==> config.mk <==
export PLATFORM = sky130hd
export DESIGN_NAME = bmp24_stream_decoder_core
export DESIGN_NICKNAME = d
export VERILOG_FILES = /design/src/hw/rtl/bmp24_pkg.sv /design/src/hw/rtl/bmp24_parser.sv /design/src/hw/rtl/bmp24_stream_decoder_core.sv
export SDC_FILE = /design/constraint.sdc
export NUM_CORES = 1
export LEC_CHECK = 0
export BUFFER_PORTS_ARGS = -buffer_cell sky130_fd_sc_hd__buf_2
export CAP_MARGIN = 20
export CORE_MARGIN = 3
export CORE_UTILIZATION = 60
export DETAILED_ROUTE_END_ITERATION = 10
export PLACE_DENSITY = 0.87
export SYNTH_ARGS = -nofsm -noshare
export SYNTH_HDL_FRONTEND = slang
export SYNTH_SLANG_ARGS = --single-unit
==> constraint.sdc <==
create_clock -name clock -period 13.5 [get_ports clock]
set_input_delay 0 -clock clock [delete_from_list [all_inputs] [get_ports clock]]
set_output_delay 0 -clock clock [all_outputs]
set_load 0.005 [all_outputs]
==> src/hw/rtl/bmp24_pkg.sv <==
// Shared types and constants for the 24-bit BMP stream decoder.
// Used by the parser, the top level and the port checker; depends on nothing.

package bmp24_pkg;

   localparam int unsigned HEADER_BYTES = 54;
   localparam logic [31:0] MAX_DIM = 32'd4096;
   localparam logic [15:0] BMP_MAGIC_WORD = 16'h424D;
   localparam logic [15:0] DEPTH_24_BPP = 16'd24;

   localparam logic [5:0] POS_SIG_HI = 6'd0;
   localparam logic [5:0] POS_SIG_LO = 6'd1;
   localparam logic [5:0] POS_OFFS_0 = 6'd10;
   localparam logic [5:0] POS_OFFS_1 = 6'd11;
   localparam logic [5:0] POS_OFFS_2 = 6'd12;
   localparam logic [5:0] POS_OFFS_3 = 6'd13;
   localparam logic [5:0] POS_WIDTH_0 = 6'd18;
   localparam logic [5:0] POS_WIDTH_1 = 6'd19;
   localparam logic [5:0] POS_WIDTH_2 = 6'd20;
   localparam logic [5:0] POS_WIDTH_3 = 6'd21;
   localparam logic [5:0] POS_HEIGHT_0 = 6'd22;
   localparam logic [5:0] POS_HEIGHT_1 = 6'd23;
   localparam logic [5:0] POS_HEIGHT_2 = 6'd24;
   localparam logic [5:0] POS_HEIGHT_3 = 6'd25;
   localparam logic [5:0] POS_DEPTH_0 = 6'd28;
   localparam logic [5:0] POS_DEPTH_1 = 6'd29;
   localparam logic [5:0] POS_HEADER_END = 6'(HEADER_BYTES - 1);

   localparam logic KIND_PIXEL = 1'b0;
   localparam logic KIND_REPORT = 1'b1;

   typedef enum logic [4:0] {
      PH_HEADER = 5'b00001,
      PH_SKIP   = 5'b00010,
      PH_PIXEL  = 5'b00100,
      PH_PAD    = 5'b01000,
      PH_DONE   = 5'b10000
   } phase_type;

   typedef struct packed {
      logic        kind;
      logic [11:0] column;
      logic [11:0] row;
      logic [7:0]  red;
      logic [7:0]  green;
      logic [7:0]  blue;
      logic        last_pixel;
      logic        signature_bad;
      logic        depth_unsupported;
      logic        size_unsupported;
   } result_type;

   function automatic logic dim_bad(input logic [31:0] v);
      return (v == 32'd0) || v[31] || (v > MAX_DIM);
   endfunction

endpackage

==> src/hw/rtl/bmp24_parser.sv <==
// Byte-level parser: header capture, offset skip, pixel assembly and row padding.
// Depends on bmp24_pkg. Produces at most one result per transfer, combinationally.

module bmp24_parser (
   input  logic                     clock,
   input  logic                     reset,
   input  logic                     accept,
   input  logic [7:0]               data_byte,
   input  logic                     start_of_file,
   output logic                     res_valid,
   output bmp24_pkg::result_type    res
);

   bmp24_pkg::phase_type phase_ff, phase_in, phase_cur;
   logic [31:0] pos_ff, pos_in, pos_cur;
   logic [15:0] sig_ff, sig_in, sig_cur;
   logic [31:0] offs_ff, offs_in, offs_cur;
   logic [31:0] width_ff, width_in, width_cur;
   logic [31:0] height_ff, height_in, height_cur;
   logic [15:0] bpp_ff, bpp_in, bpp_cur;
   logic [11:0] col_ff, col_in, col_cur;
   logic [11:0] row_ff, row_in, row_cur;
   logic [1:0]  bip_ff, bip_in, bip_cur;
   logic [1:0]  pad_ff, pad_in, pad_cur;
   logic [7:0]  blue_ff, green_ff;
   logic        in_header;
   logic        size_bad;
   logic        row_end;
   logic        last;

   always_comb begin
      phase_cur  = start_of_file ? bmp24_pkg::PH_HEADER : phase_ff;
      pos_cur    = start_of_file ? 32'd0 : pos_ff;
      sig_cur    = start_of_file ? 16'd0 : sig_ff;
      offs_cur   = start_of_file ? 32'd0 : offs_ff;
      width_cur  = start_of_file ? 32'd0 : width_ff;
      height_cur = start_of_file ? 32'd0 : height_ff;
      bpp_cur    = start_of_file ? 16'd0 : bpp_ff;
      col_cur    = start_of_file ? 12'd0 : col_ff;
      row_cur    = start_of_file ? 12'd0 : row_ff;
      bip_cur    = start_of_file ? 2'd0 : bip_ff;
      pad_cur    = start_of_file ? 2'd0 : pad_ff;

      pos_in    = (pos_cur == 32'hFFFF_FFFF) ? pos_cur : pos_cur + 32'd1;
      phase_in  = phase_cur;
      sig_in    = sig_cur;
      offs_in   = offs_cur;
      width_in  = width_cur;
      height_in = height_cur;
      bpp_in    = bpp_cur;
      col_in    = col_cur;
      row_in    = row_cur;
      bip_in    = bip_cur;
      pad_in    = pad_cur;

      in_header = (pos_cur[31:6] == 26'd0);
      size_bad  = bmp24_pkg::dim_bad(width_cur) || bmp24_pkg::dim_bad(height_cur);
      row_end   = ({1'b0, col_cur} + 13'd1) >= width_cur[12:0];
      last      = row_end && (row_cur == 12'd0);

      res_valid = 1'b0;
      res       = '0;

      unique case (phase_cur)
         bmp24_pkg::PH_HEADER: begin
            if (in_header) begin
               case (pos_cur[5:0])
                  bmp24_pkg::POS_SIG_HI:   sig_in[15:8]     = data_byte;
                  bmp24_pkg::POS_SIG_LO:   sig_in[7:0]      = data_byte;
                  bmp24_pkg::POS_OFFS_0:   offs_in[7:0]     = data_byte;
                  bmp24_pkg::POS_OFFS_1:   offs_in[15:8]    = data_byte;
                  bmp24_pkg::POS_OFFS_2:   offs_in[23:16]   = data_byte;
                  bmp24_pkg::POS_OFFS_3:   offs_in[31:24]   = data_byte;
                  bmp24_pkg::POS_WIDTH_0:  width_in[7:0]    = data_byte;
                  bmp24_pkg::POS_WIDTH_1:  width_in[15:8]   = data_byte;
                  bmp24_pkg::POS_WIDTH_2:  width_in[23:16]  = data_byte;
                  bmp24_pkg::POS_WIDTH_3:  width_in[31:24]  = data_byte;
                  bmp24_pkg::POS_HEIGHT_0: height_in[7:0]   = data_byte;
                  bmp24_pkg::POS_HEIGHT_1: height_in[15:8]  = data_byte;
                  bmp24_pkg::POS_HEIGHT_2: height_in[23:16] = data_byte;
                  bmp24_pkg::POS_HEIGHT_3: height_in[31:24] = data_byte;
                  bmp24_pkg::POS_DEPTH_0:  bpp_in[7:0]      = data_byte;
                  bmp24_pkg::POS_DEPTH_1:  bpp_in[15:8]     = data_byte;
                  default: ;
               endcase
               if (pos_cur[5:0] == bmp24_pkg::POS_HEADER_END) begin
                  res_valid             = 1'b1;
                  res.kind              = bmp24_pkg::KIND_REPORT;
                  res.signature_bad     = (sig_cur != bmp24_pkg::BMP_MAGIC_WORD);
                  res.depth_unsupported = (bpp_cur != bmp24_pkg::DEPTH_24_BPP);
                  res.size_unsupported  = size_bad;
                  col_in = 12'd0;
                  row_in = size_bad ? 12'd0 : height_cur[11:0] - 12'd1;
                  bip_in = 2'd0;
                  if (size_bad) begin
                     phase_in = bmp24_pkg::PH_DONE;
                  end else if (offs_cur > 32'(bmp24_pkg::HEADER_BYTES)) begin
                     phase_in = bmp24_pkg::PH_SKIP;
                  end else begin
                     phase_in = bmp24_pkg::PH_PIXEL;
                  end
               end
            end
         end
         bmp24_pkg::PH_SKIP: begin
            if (pos_in >= offs_cur) begin
               phase_in = bmp24_pkg::PH_PIXEL;
            end
         end
         bmp24_pkg::PH_PIXEL: begin
            if (bip_cur == 2'd0) begin
               bip_in = 2'd1;
            end else if (bip_cur == 2'd1) begin
               bip_in = 2'd2;
            end else begin
               bip_in         = 2'd0;
               res_valid      = 1'b1;
               res.kind       = bmp24_pkg::KIND_PIXEL;
               res.column     = col_cur;
               res.row        = row_cur;
               res.red        = data_byte;
               res.green      = green_ff;
               res.blue       = blue_ff;
               res.last_pixel = last;
               if (last) begin
                  phase_in = bmp24_pkg::PH_DONE;
               end else if (row_end) begin
                  col_in = 12'd0;
                  row_in = row_cur - 12'd1;
                  pad_in = width_cur[1:0];
                  if (width_cur[1:0] != 2'd0) begin
                     phase_in = bmp24_pkg::PH_PAD;
                  end
               end else begin
                  col_in = col_cur + 12'd1;
               end
            end
         end
         bmp24_pkg::PH_PAD: begin
            pad_in = (pad_cur != 2'd0) ? pad_cur - 2'd1 : pad_cur;
            if (pad_in == 2'd0) begin
               phase_in = bmp24_pkg::PH_PIXEL;
            end
         end
         bmp24_pkg::PH_DONE: ;
         default: ;
      endcase
   end

   always_ff @(posedge clock) begin
      if (reset) begin
         phase_ff  <= bmp24_pkg::PH_HEADER;
         pos_ff    <= 32'd0;
         sig_ff    <= 16'd0;
         offs_ff   <= 32'd0;
         width_ff  <= 32'd0;
         height_ff <= 32'd0;
         bpp_ff    <= 16'd0;
         col_ff    <= 12'd0;
         row_ff    <= 12'd0;
         bip_ff    <= 2'd0;
         pad_ff    <= 2'd0;
      end else if (accept) begin
         phase_ff  <= phase_in;
         pos_ff    <= pos_in;
         sig_ff    <= sig_in;
         offs_ff   <= offs_in;
         width_ff  <= width_in;
         height_ff <= height_in;
         bpp_ff    <= bpp_in;
         col_ff    <= col_in;
         row_ff    <= row_in;
         bip_ff    <= bip_in;
         pad_ff    <= pad_in;
      end
   end

   always_ff @(posedge clock) begin
      if (accept && (phase_cur == bmp24_pkg::PH_PIXEL)) begin
         if (bip_cur == 2'd0) begin
            blue_ff <= data_byte;
         end
         if (bip_cur == 2'd1) begin
            green_ff <= data_byte;
         end
      end
   end

endmodule

==> src/hw/rtl/bmp24_stream_decoder_core.sv <==
// Top level of the 24-bit BMP stream decoder: stream ports, result register and skid stage.
// Depends on bmp24_pkg and bmp24_parser.

// The block takes one file byte per transfer and can take a byte in every cycle while
// req_tready is high; each byte is handled by the single pass of counter compares and
// field capture between the parser's state registers and the result register. A result
// is registered in the result register, or in the skid stage while the rsp side stalls,
// from the byte that causes it: one header report after byte 53 (rsp_tuser high, three
// flags in rsp_tdata), then one pixel per B,G,R triple, bottom row first, with rsp_tlast
// on the final pixel. A one-entry skid stage behind the result register keeps req_tready
// high while a single result waits; req_tready falls only when two results are held.
// Setting req_tuser on a byte restarts parsing with that byte as byte 0 of a new file.

module bmp24_stream_decoder_core (
   input  logic        clock,
   input  logic        reset,
   input  logic        req_tvalid,
   output logic        req_tready,
   input  logic [7:0]  req_tdata,   // [7:0] data_byte
   input  logic        req_tuser,   // [0] start_of_file
   output logic        rsp_tvalid,
   input  logic        rsp_tready,
   output logic [55:0] rsp_tdata,   // [11:0] column, [23:12] row, [31:24] red,
                                    // [39:32] green, [47:40] blue, [48] signature_bad,
                                    // [49] depth_unsupported, [50] size_unsupported,
                                    // [55:51] zero
   output logic        rsp_tuser,   // [0] kind
   output logic        rsp_tlast    // last_pixel
);

   logic                   accept;
   logic                   new_valid;
   bmp24_pkg::result_type  new_res;
   logic                   out_valid_ff, out_valid_in;
   bmp24_pkg::result_type  out_ff, out_in;
   logic                   skid_valid_ff, skid_valid_in;
   bmp24_pkg::result_type  skid_ff, skid_in;
   logic                   out_take;

   assign req_tready = !skid_valid_ff;
   assign accept     = req_tvalid && req_tready;

   bmp24_parser u_parser (
      .clock         (clock),
      .reset         (reset),
      .accept        (accept),
      .data_byte     (req_tdata),
      .start_of_file (req_tuser),
      .res_valid     (new_valid),
      .res           (new_res)
   );

   assign out_take = !out_valid_ff || rsp_tready;

   always_comb begin
      out_valid_in  = out_valid_ff;
      out_in        = out_ff;
      skid_valid_in = skid_valid_ff;
      skid_in       = skid_ff;
      if (out_take) begin
         if (skid_valid_ff) begin
            out_valid_in  = 1'b1;
            out_in        = skid_ff;
            skid_valid_in = 1'b0;
         end else begin
            out_valid_in = accept && new_valid;
            out_in       = new_res;
         end
      end else if (accept && new_valid) begin
         skid_valid_in = 1'b1;
         skid_in       = new_res;
      end
   end

   always_ff @(posedge clock) begin
      if (reset) begin
         out_valid_ff  <= 1'b0;
         skid_valid_ff <= 1'b0;
      end else begin
         out_valid_ff  <= out_valid_in;
         skid_valid_ff <= skid_valid_in;
      end
   end

   always_ff @(posedge clock) begin
      out_ff  <= out_in;
      skid_ff <= skid_in;
   end

   assign rsp_tvalid = out_valid_ff;
   assign rsp_tuser  = out_ff.kind;
   assign rsp_tlast  = out_ff.last_pixel;
   assign rsp_tdata  = {5'd0, out_ff.size_unsupported, out_ff.depth_unsupported,
                        out_ff.signature_bad, out_ff.blue, out_ff.green, out_ff.red,
                        out_ff.row, out_ff.column};

endmodule

=== Yosys cells after proc, flatten, opt, wreduce, memory -nomap -nowiden ===
Index checks and enable logic that the tools add are counted.

* Register bits: 317
* Word-level logic and storage cells: 186

* Reduce and logical (&&, ||, !) cells: 25
* Mux-type cells: 90
* Order comparisons: 5
* Eq/ne operators: 24
* Bitwise logic cells: 1
* $add $sub $neg: 6

{| class="wikitable"
|+ Operators with widths
! cell !! count
|-
| 32-bit 2-to-1 mux || 11
|-
| 12-bit 2-to-1 mux || 15
|-
| 8-bit 2-to-1 mux || 16
|-
| 49-bit 2-to-1 mux || 2
|-
| 16-bit 2-to-1 mux || 6
|-
| 32-bit by 13-bit greater-than comparator with 1-bit output, second input constant || 2
|-
| 32-bit logical NOT || 2
|-
| 6-bit by 5-bit == test with 1-bit output, second input constant || 10
|-
| 5-bit 2-to-1 mux || 11
|-
| 53-bit 2-to-1 mux || 1
|-
| 50-bit 2-to-1 mux || 1
|-
| 12-bit case mux with 2 select lines || 2
|-
| 32-bit by 1-bit adder with 32-bit output, second input constant || 1
|-
| 32-bit == test, second input constant || 1
|-
| 32-bit >= comparator || 1
|-
| 32-bit by 6-bit greater-than comparator with 1-bit output, second input constant || 1
|-
| 26-bit logical NOT || 1
|-
| 6-bit by 4-bit == test with 1-bit output, second input constant || 4
|-
| 12-bit by 1-bit subtractor with 12-bit output, second input constant || 2
|-
| 2-bit 2-to-1 mux || 11
|-
| 5-bit case mux with 4 select lines || 1
|-
| 16-bit by 15-bit inequality test with 1-bit output, second input constant || 1
|-
| 16-bit by 5-bit inequality test with 1-bit output, second input constant || 1
|-
| 12-bit by 1-bit adder with 13-bit output, second input constant || 1
|-
| other kinds (24) || 46
|}

=== Depth between registers and ports, before layout ===
* Depth in word-level cells: 9
* Depth in mapped cells: 21
* Gate-level depth less buffers: 16

=== Hierarchy ===
A second synthesis with hierarchy kept.

* Cells, all modules: 1488
* Area, all modules: 15541.2 µm²

{| class="wikitable"
|+ Modules (own cells, without submodules)
! module !! cells each !! sequential area each (µm²) !! area an instance (µm²) !! instances
|-
| bmp24_parser || 1308 || 4344.2 || 11344.6 || 1
|-
| bmp24_stream_decoder_core || 180 || 3223.1 || 4196.5 || 1
|}

=== Worst setup path after synthesis ===
Ideal clock, no wire load.

* Path kind: in2reg
* Start: input port req_tuser
* End: register skid_ff[0] (netlist name), enable pin
* Arrival time: 5.697 ns
* Cell stages on the path: 11
* Buffers on the path: 4
* Data required time: 12.957 ns
* Setup slack: 7.260 ns
* Cell sequence: buf_2 -> clkbuf_1 -> clkbuf_1 -> nor2b_1 -> inv_1 -> ha_1 -> nand4_1 -> nor3_1 -> nand2b_1 -> buf_2 -> a211oi_1

* Word-level cells in the longest chain between the ends: 7
* Elaborated cells between the ends (all ways): 16
* Those cells by class: 4 x eq/ne; 8 x mux; 4 x reduce/logical

{| class="wikitable"
|+ RTL lines
! what !! RTL line !! text
|-
| from (decl) || bmp24_stream_decoder_core.sv:20 || <nowiki>input logic req_tuser,</nowiki>
|-
| 32-bit 2-to-1 mux / 2-bit 2-to-1 mux (equally long branches) || bmp24_parser.sv:33, bmp24_parser.sv:41 ||
|-
| 6-bit == test / 2-bit by 1-bit == test with 1-bit output (equally long branches) || bmp24_parser.sv:86, bmp24_parser.sv:113 ||
|-
| 1-bit 2-to-1 mux, on equally long branches || bmp24_parser.sv:86, bmp24_parser.sv:113 ||
|-
| 1-bit 2-to-1 mux, on equally long branches || bmp24_parser.sv:66, bmp24_parser.sv:111 ||
|-
| 1-bit case mux with 2 select lines * || bmp24_parser.sv:64 || <nowiki>unique case (phase_cur)</nowiki>
|-
| 1-bit logical AND * || bmp24_stream_decoder_core.sv:69 || <nowiki>end else if (accept && new_valid) begin</nowiki>
|-
| 2-bit AND reduction (no line) * || n/a ||
|-
| to (signal assigned) || bmp24_stream_decoder_core.sv:87 || <nowiki>skid_ff <= skid_in;</nowiki>
|-
| to (decl) || bmp24_stream_decoder_core.sv:37 || <nowiki>bmp24_pkg::result_type skid_ff, skid_in;</nowiki>
|}

Every way passes the cells marked *; elsewhere a longest branch is shown, timed or not.
A chain may end at the register's enable or synchronous reset.

=== Worst setup path in the final report ===
* Start: register u_parser.pos_ff[0]
* End: register u_parser.phase_ff[2]

* Word-level cells in the longest chain between the ends: 6
* Elaborated cells between the ends (all ways): 10
* Those cells by class: 1 x add/sub; 1 x order compare; 2 x eq/ne; 6 x mux

{| class="wikitable"
|+ RTL lines
! what !! RTL line !! text
|-
| from (decl) || bmp24_parser.sv:15 || <nowiki>logic [31:0] pos_ff, pos_in, pos_cur;</nowiki>
|-
| from (signal assigned) || bmp24_parser.sv:165 || <nowiki>pos_ff <= pos_in;</nowiki>
|-
| 32-bit 2-to-1 mux * || bmp24_parser.sv:33 || <nowiki>pos_cur = start_of_file ? 32'd0 : pos_ff;</nowiki>
|-
| 32-bit by 1-bit adder with 32-bit output / 32-bit == test (equally long branches) || bmp24_parser.sv:44 || <nowiki>pos_in = (pos_cur == 32'hFFFF_FFFF) ? pos_cur : pos_cur + 32'd1;</nowiki>
|-
| 32-bit 2-to-1 mux || bmp24_parser.sv:44 ||
|-
| 32-bit >= comparator || bmp24_parser.sv:106 || <nowiki>if (pos_in >= offs_cur) begin</nowiki>
|-
| 5-bit 2-to-1 mux || bmp24_parser.sv:106 ||
|-
| 5-bit case mux with 4 select lines * || bmp24_parser.sv:64 ||
|-
| to (signal assigned) || bmp24_parser.sv:152 || <nowiki>phase_ff <= bmp24_pkg::PH_HEADER;</nowiki>
|-
| to (signal assigned) || bmp24_parser.sv:164 || <nowiki>phase_ff <= phase_in;</nowiki>
|-
| to (decl) || bmp24_parser.sv:14 || <nowiki>bmp24_pkg::phase_type phase_ff, phase_in, phase_cur;</nowiki>
|}

Marks and branches as above.

==> flow_summary.ini <==
[global_routing]
grt_overflow = 0
grt_max_degree = 100
grt_pass1_wl_mm = 67.7
grt_pass1_vias = 13100
antenna_found_initial = 0
gr-usage-all-layers_pct = 28.6

[sta]
min_period_over_period_pct = 33.6
final.setup.tns_ns = 0
rsz0062_at_grt = no
setup_viol = 0
skew_ns = 0.0178
hold_violations = 0
fin_crit_ns = 4.54
relSlewSlack_pct = 29.3
slew_viol_final = 0
worst_hold_slack_ns = 0.0104
fmax_mhz = 220
tightestPinTransition_ns = 1.06

[pwr]
ir_drop_mv = 0.0787
p_leak_nw = 6.72
cellPowerDensity_nw_per_um2 = 113

[floorplan]
initial_core_util_pct = 61.7
rows = 59
die_w_um = 171
die_area_um2 = 29100
core_um2 = 26400
pin_count = 73
die_h_um = 171

[placement]
portBuffers = 67
place.gp.congestion = 0.943
post-dp-hpwl_mm = 27.1

[critical_path]
worstSetupPathType = reg2reg
required_ns = 13.89
path_max_fanout = 11
cp-startpoint = u_parser.pos_ff[0]
r2r-start = u_parser.pos_ff[0]
reg2reg_slack_ns = 8.96
cp-end-kind = register
critPathArrivalTime_ns = 4.93
crit_path_start_kind = register

[yosys]
ys.flop_type = dfxtp_1
synth-edff-count = 122
ys_async_sr_fraction_pct = 0
synth_warnings = 0
seq_area_frac_synth_pct = 46.6
synth.distinct_cells = 79
synth_top_area_cell = dfxtp_1
netlist_top_cells_area = dfxtp_1 24%, edfxtp_1 23%, nand2_1 5.7%, a21oi_1 4.5%, nor2_1 4.4%
synthCells = 1807
synth_top_area_share_pct = 24.0
synth_seq_cells = 317
mappedNetlistArea_um2 = 16200
post_synth.cell_area_avg_um2 = 8.99

[drt]
dr.pass1.iters = 6
wl_mm = 42.7
drc = 0
avgRoutedWirePerCell_um = 19.7
avgViaCountPerCell = 6.52
postRouteAntennaNets = 0
dr_total_vias = 14100
drtIter0Drc = 1669

[clock_network]
cts_buffers = 34
cts.path.max_buffers = 3
cts_max_level = 2
path_clk_slew_ns = 0.07
clock_sinks = 317
tritoncts = done
clk_latency_ns = 0.53
root_buffer = clkbuf_16

[cells_and_area]
seqCellArea_um2 = 7570
drive_gt1_share_pct = 12.5
mostFrequentLayoutCells = 246 x nand2_1, 195 x dfxtp_1, 191 x nor2_1
multiInputGateArea_um2 = 8090
layout_commonest_cell = nand2_1
antenna_cells = 0
area_growth_pct = 9.76
n_fill_cell = 1986
nets = 1866

[run_status]
outcome = finished, final reports clean

[job]
cap_violations = 0

[hold_path]
hp-start = reset
hold_path.class = in2reg
-- final timing paths --
check,endpoint,depth (start not counted)
setup / recovery,u_parser.phase_ff[2],14
hold / removal,u_parser.pos_ff[17],2
setup reg to reg,u_parser.phase_ff[2],14
hold reg to reg,u_parser.height_ff[23],2
-- critical path, stage by stage (launching register included) --
cell,delay [ns]
dfxtp_1,0.44
nor2b_1,0.34
ha_1,0.54
nand2_2,0.30
nor4_4,0.49
nand2_1,0.34
xnor2_1,0.37
ha_1,0.27
nand2b_1,0.14
a211o_1,0.29
a21oi_1,0.21
o211ai_1,0.19
a21oi_1,0.24
nand4b_1,0.15
a31oi_1,0.08
-- per-layer routing --
metal,global-route usage [%],up-vias,routed length (µm)
li1,-,6538,-
met1,38.3,6628,17500
met2,45.8,794,19700
met3,4.51,142,3710
met4,13.2,0,1750
met5,0,-,0
-- cells in the mapped netlist, types with 6 or more instances --
cell type  count
o21a_1         7
buf_2         21
mux2_2        49
nand4_1       48
o311ai_0       7
or3_1         20
and3_1        61
xor2_1        19
a22oi_1       10
nor3_1        27
buf_1          7
inv_1         16
nor2b_1       21
buf_4         10
o211ai_1       9
ha_1          51
a31oi_1       20
xnor2_1       24
clkbuf_1      95
nand2_1      247
nand2b_1      11
dfxtp_1      195
and2_1        14
nor3b_1        6
a21oi_1      145
a211oi_1       7
o31ai_1       11
nor4_1        34
nand3_1       92
nor2_1       191
o21ai_0       91
edfxtp_1     122
mux2i_1       18
-- cells by family after synthesis --
family          after synthesis  synth area share (%)
compound gates              359                  13.6
mux                          67                  4.50
flops                       317                  46.6
buf+inv                     150                  3.90
simple gates                819                  25.2
xor+xnor                     43                  2.32
other cells                   1                0.0231
fa+ha+maj                    51                  3.93
-- state kept, by name (all words and copies together) (netlist names) --
register / cells
rsp_tdata: 51
rsp_tlast: 1
rsp_tuser: 1
rsp_tvalid: 1
skid_ff: 53
skid_valid_ff: 1
u_parser.bip_ff: 2
u_parser.blue_ff: 8
u_parser.bpp_ff: 16
u_parser.col_ff: 12
u_parser.green_ff: 8
u_parser.height_ff: 32
u_parser.offs_ff: 32
u_parser.pad_ff: 2
u_parser.phase_ff: 5
u_parser.pos_ff: 32
u_parser.row_ff: 12
u_parser.sig_ff: 16
u_parser.width_ff: 32
-- layout make-up --
type / count / share of cell area [%]
well taps: 335 / 2.35
repair buffers: 89 / 3.03
inverters: 16 / 0.337
clock buffers: 49 / 5.71
clock inverters: 13 / 0.765
flip-flops and latches: 317 / 42.4
multi-input cells: 1344 / 45.4
-- metrics by stage --
step | utilization, % | std cells | instance area, µm² | total power, mW | worst slack (ns)
after floorplan | - | 1811 | 16300 | 1.06 | 7.26
after global placement | 62.9 | 2092 | 16600 | 1.08 | 8.79
after detailed placement | 63.0 | 2093 | 16600 | 1.09 | 8.68
after CTS | 67.7 | 2162 | 17800 | 2.02 | 8.99
after global routing | 67.7 | 2163 | 17800 | 2.06 | 8.66
final | 67.7 | 2163 | 17800 | 2.01 | 8.96
-- what timing repair did --
| item | CTS | global route |
|---|---|---|
| hold buffers | 7 | 0 |
| resized for setup | 0 | 0 |
| setup buffers | 0 | 0 |
| hold endpoints to repair | 35 | 0 |
-- report_power, final --
group	internal (mW)	switching, mW	total, mW
logic	0.0156	0.0610	0.0767
clock network	0.551	0.394	0.945
registers	0.989	0.00290	0.992
total	1.56	0.457	2.01
No activity file was read; power rests on OpenSTA's default activity.
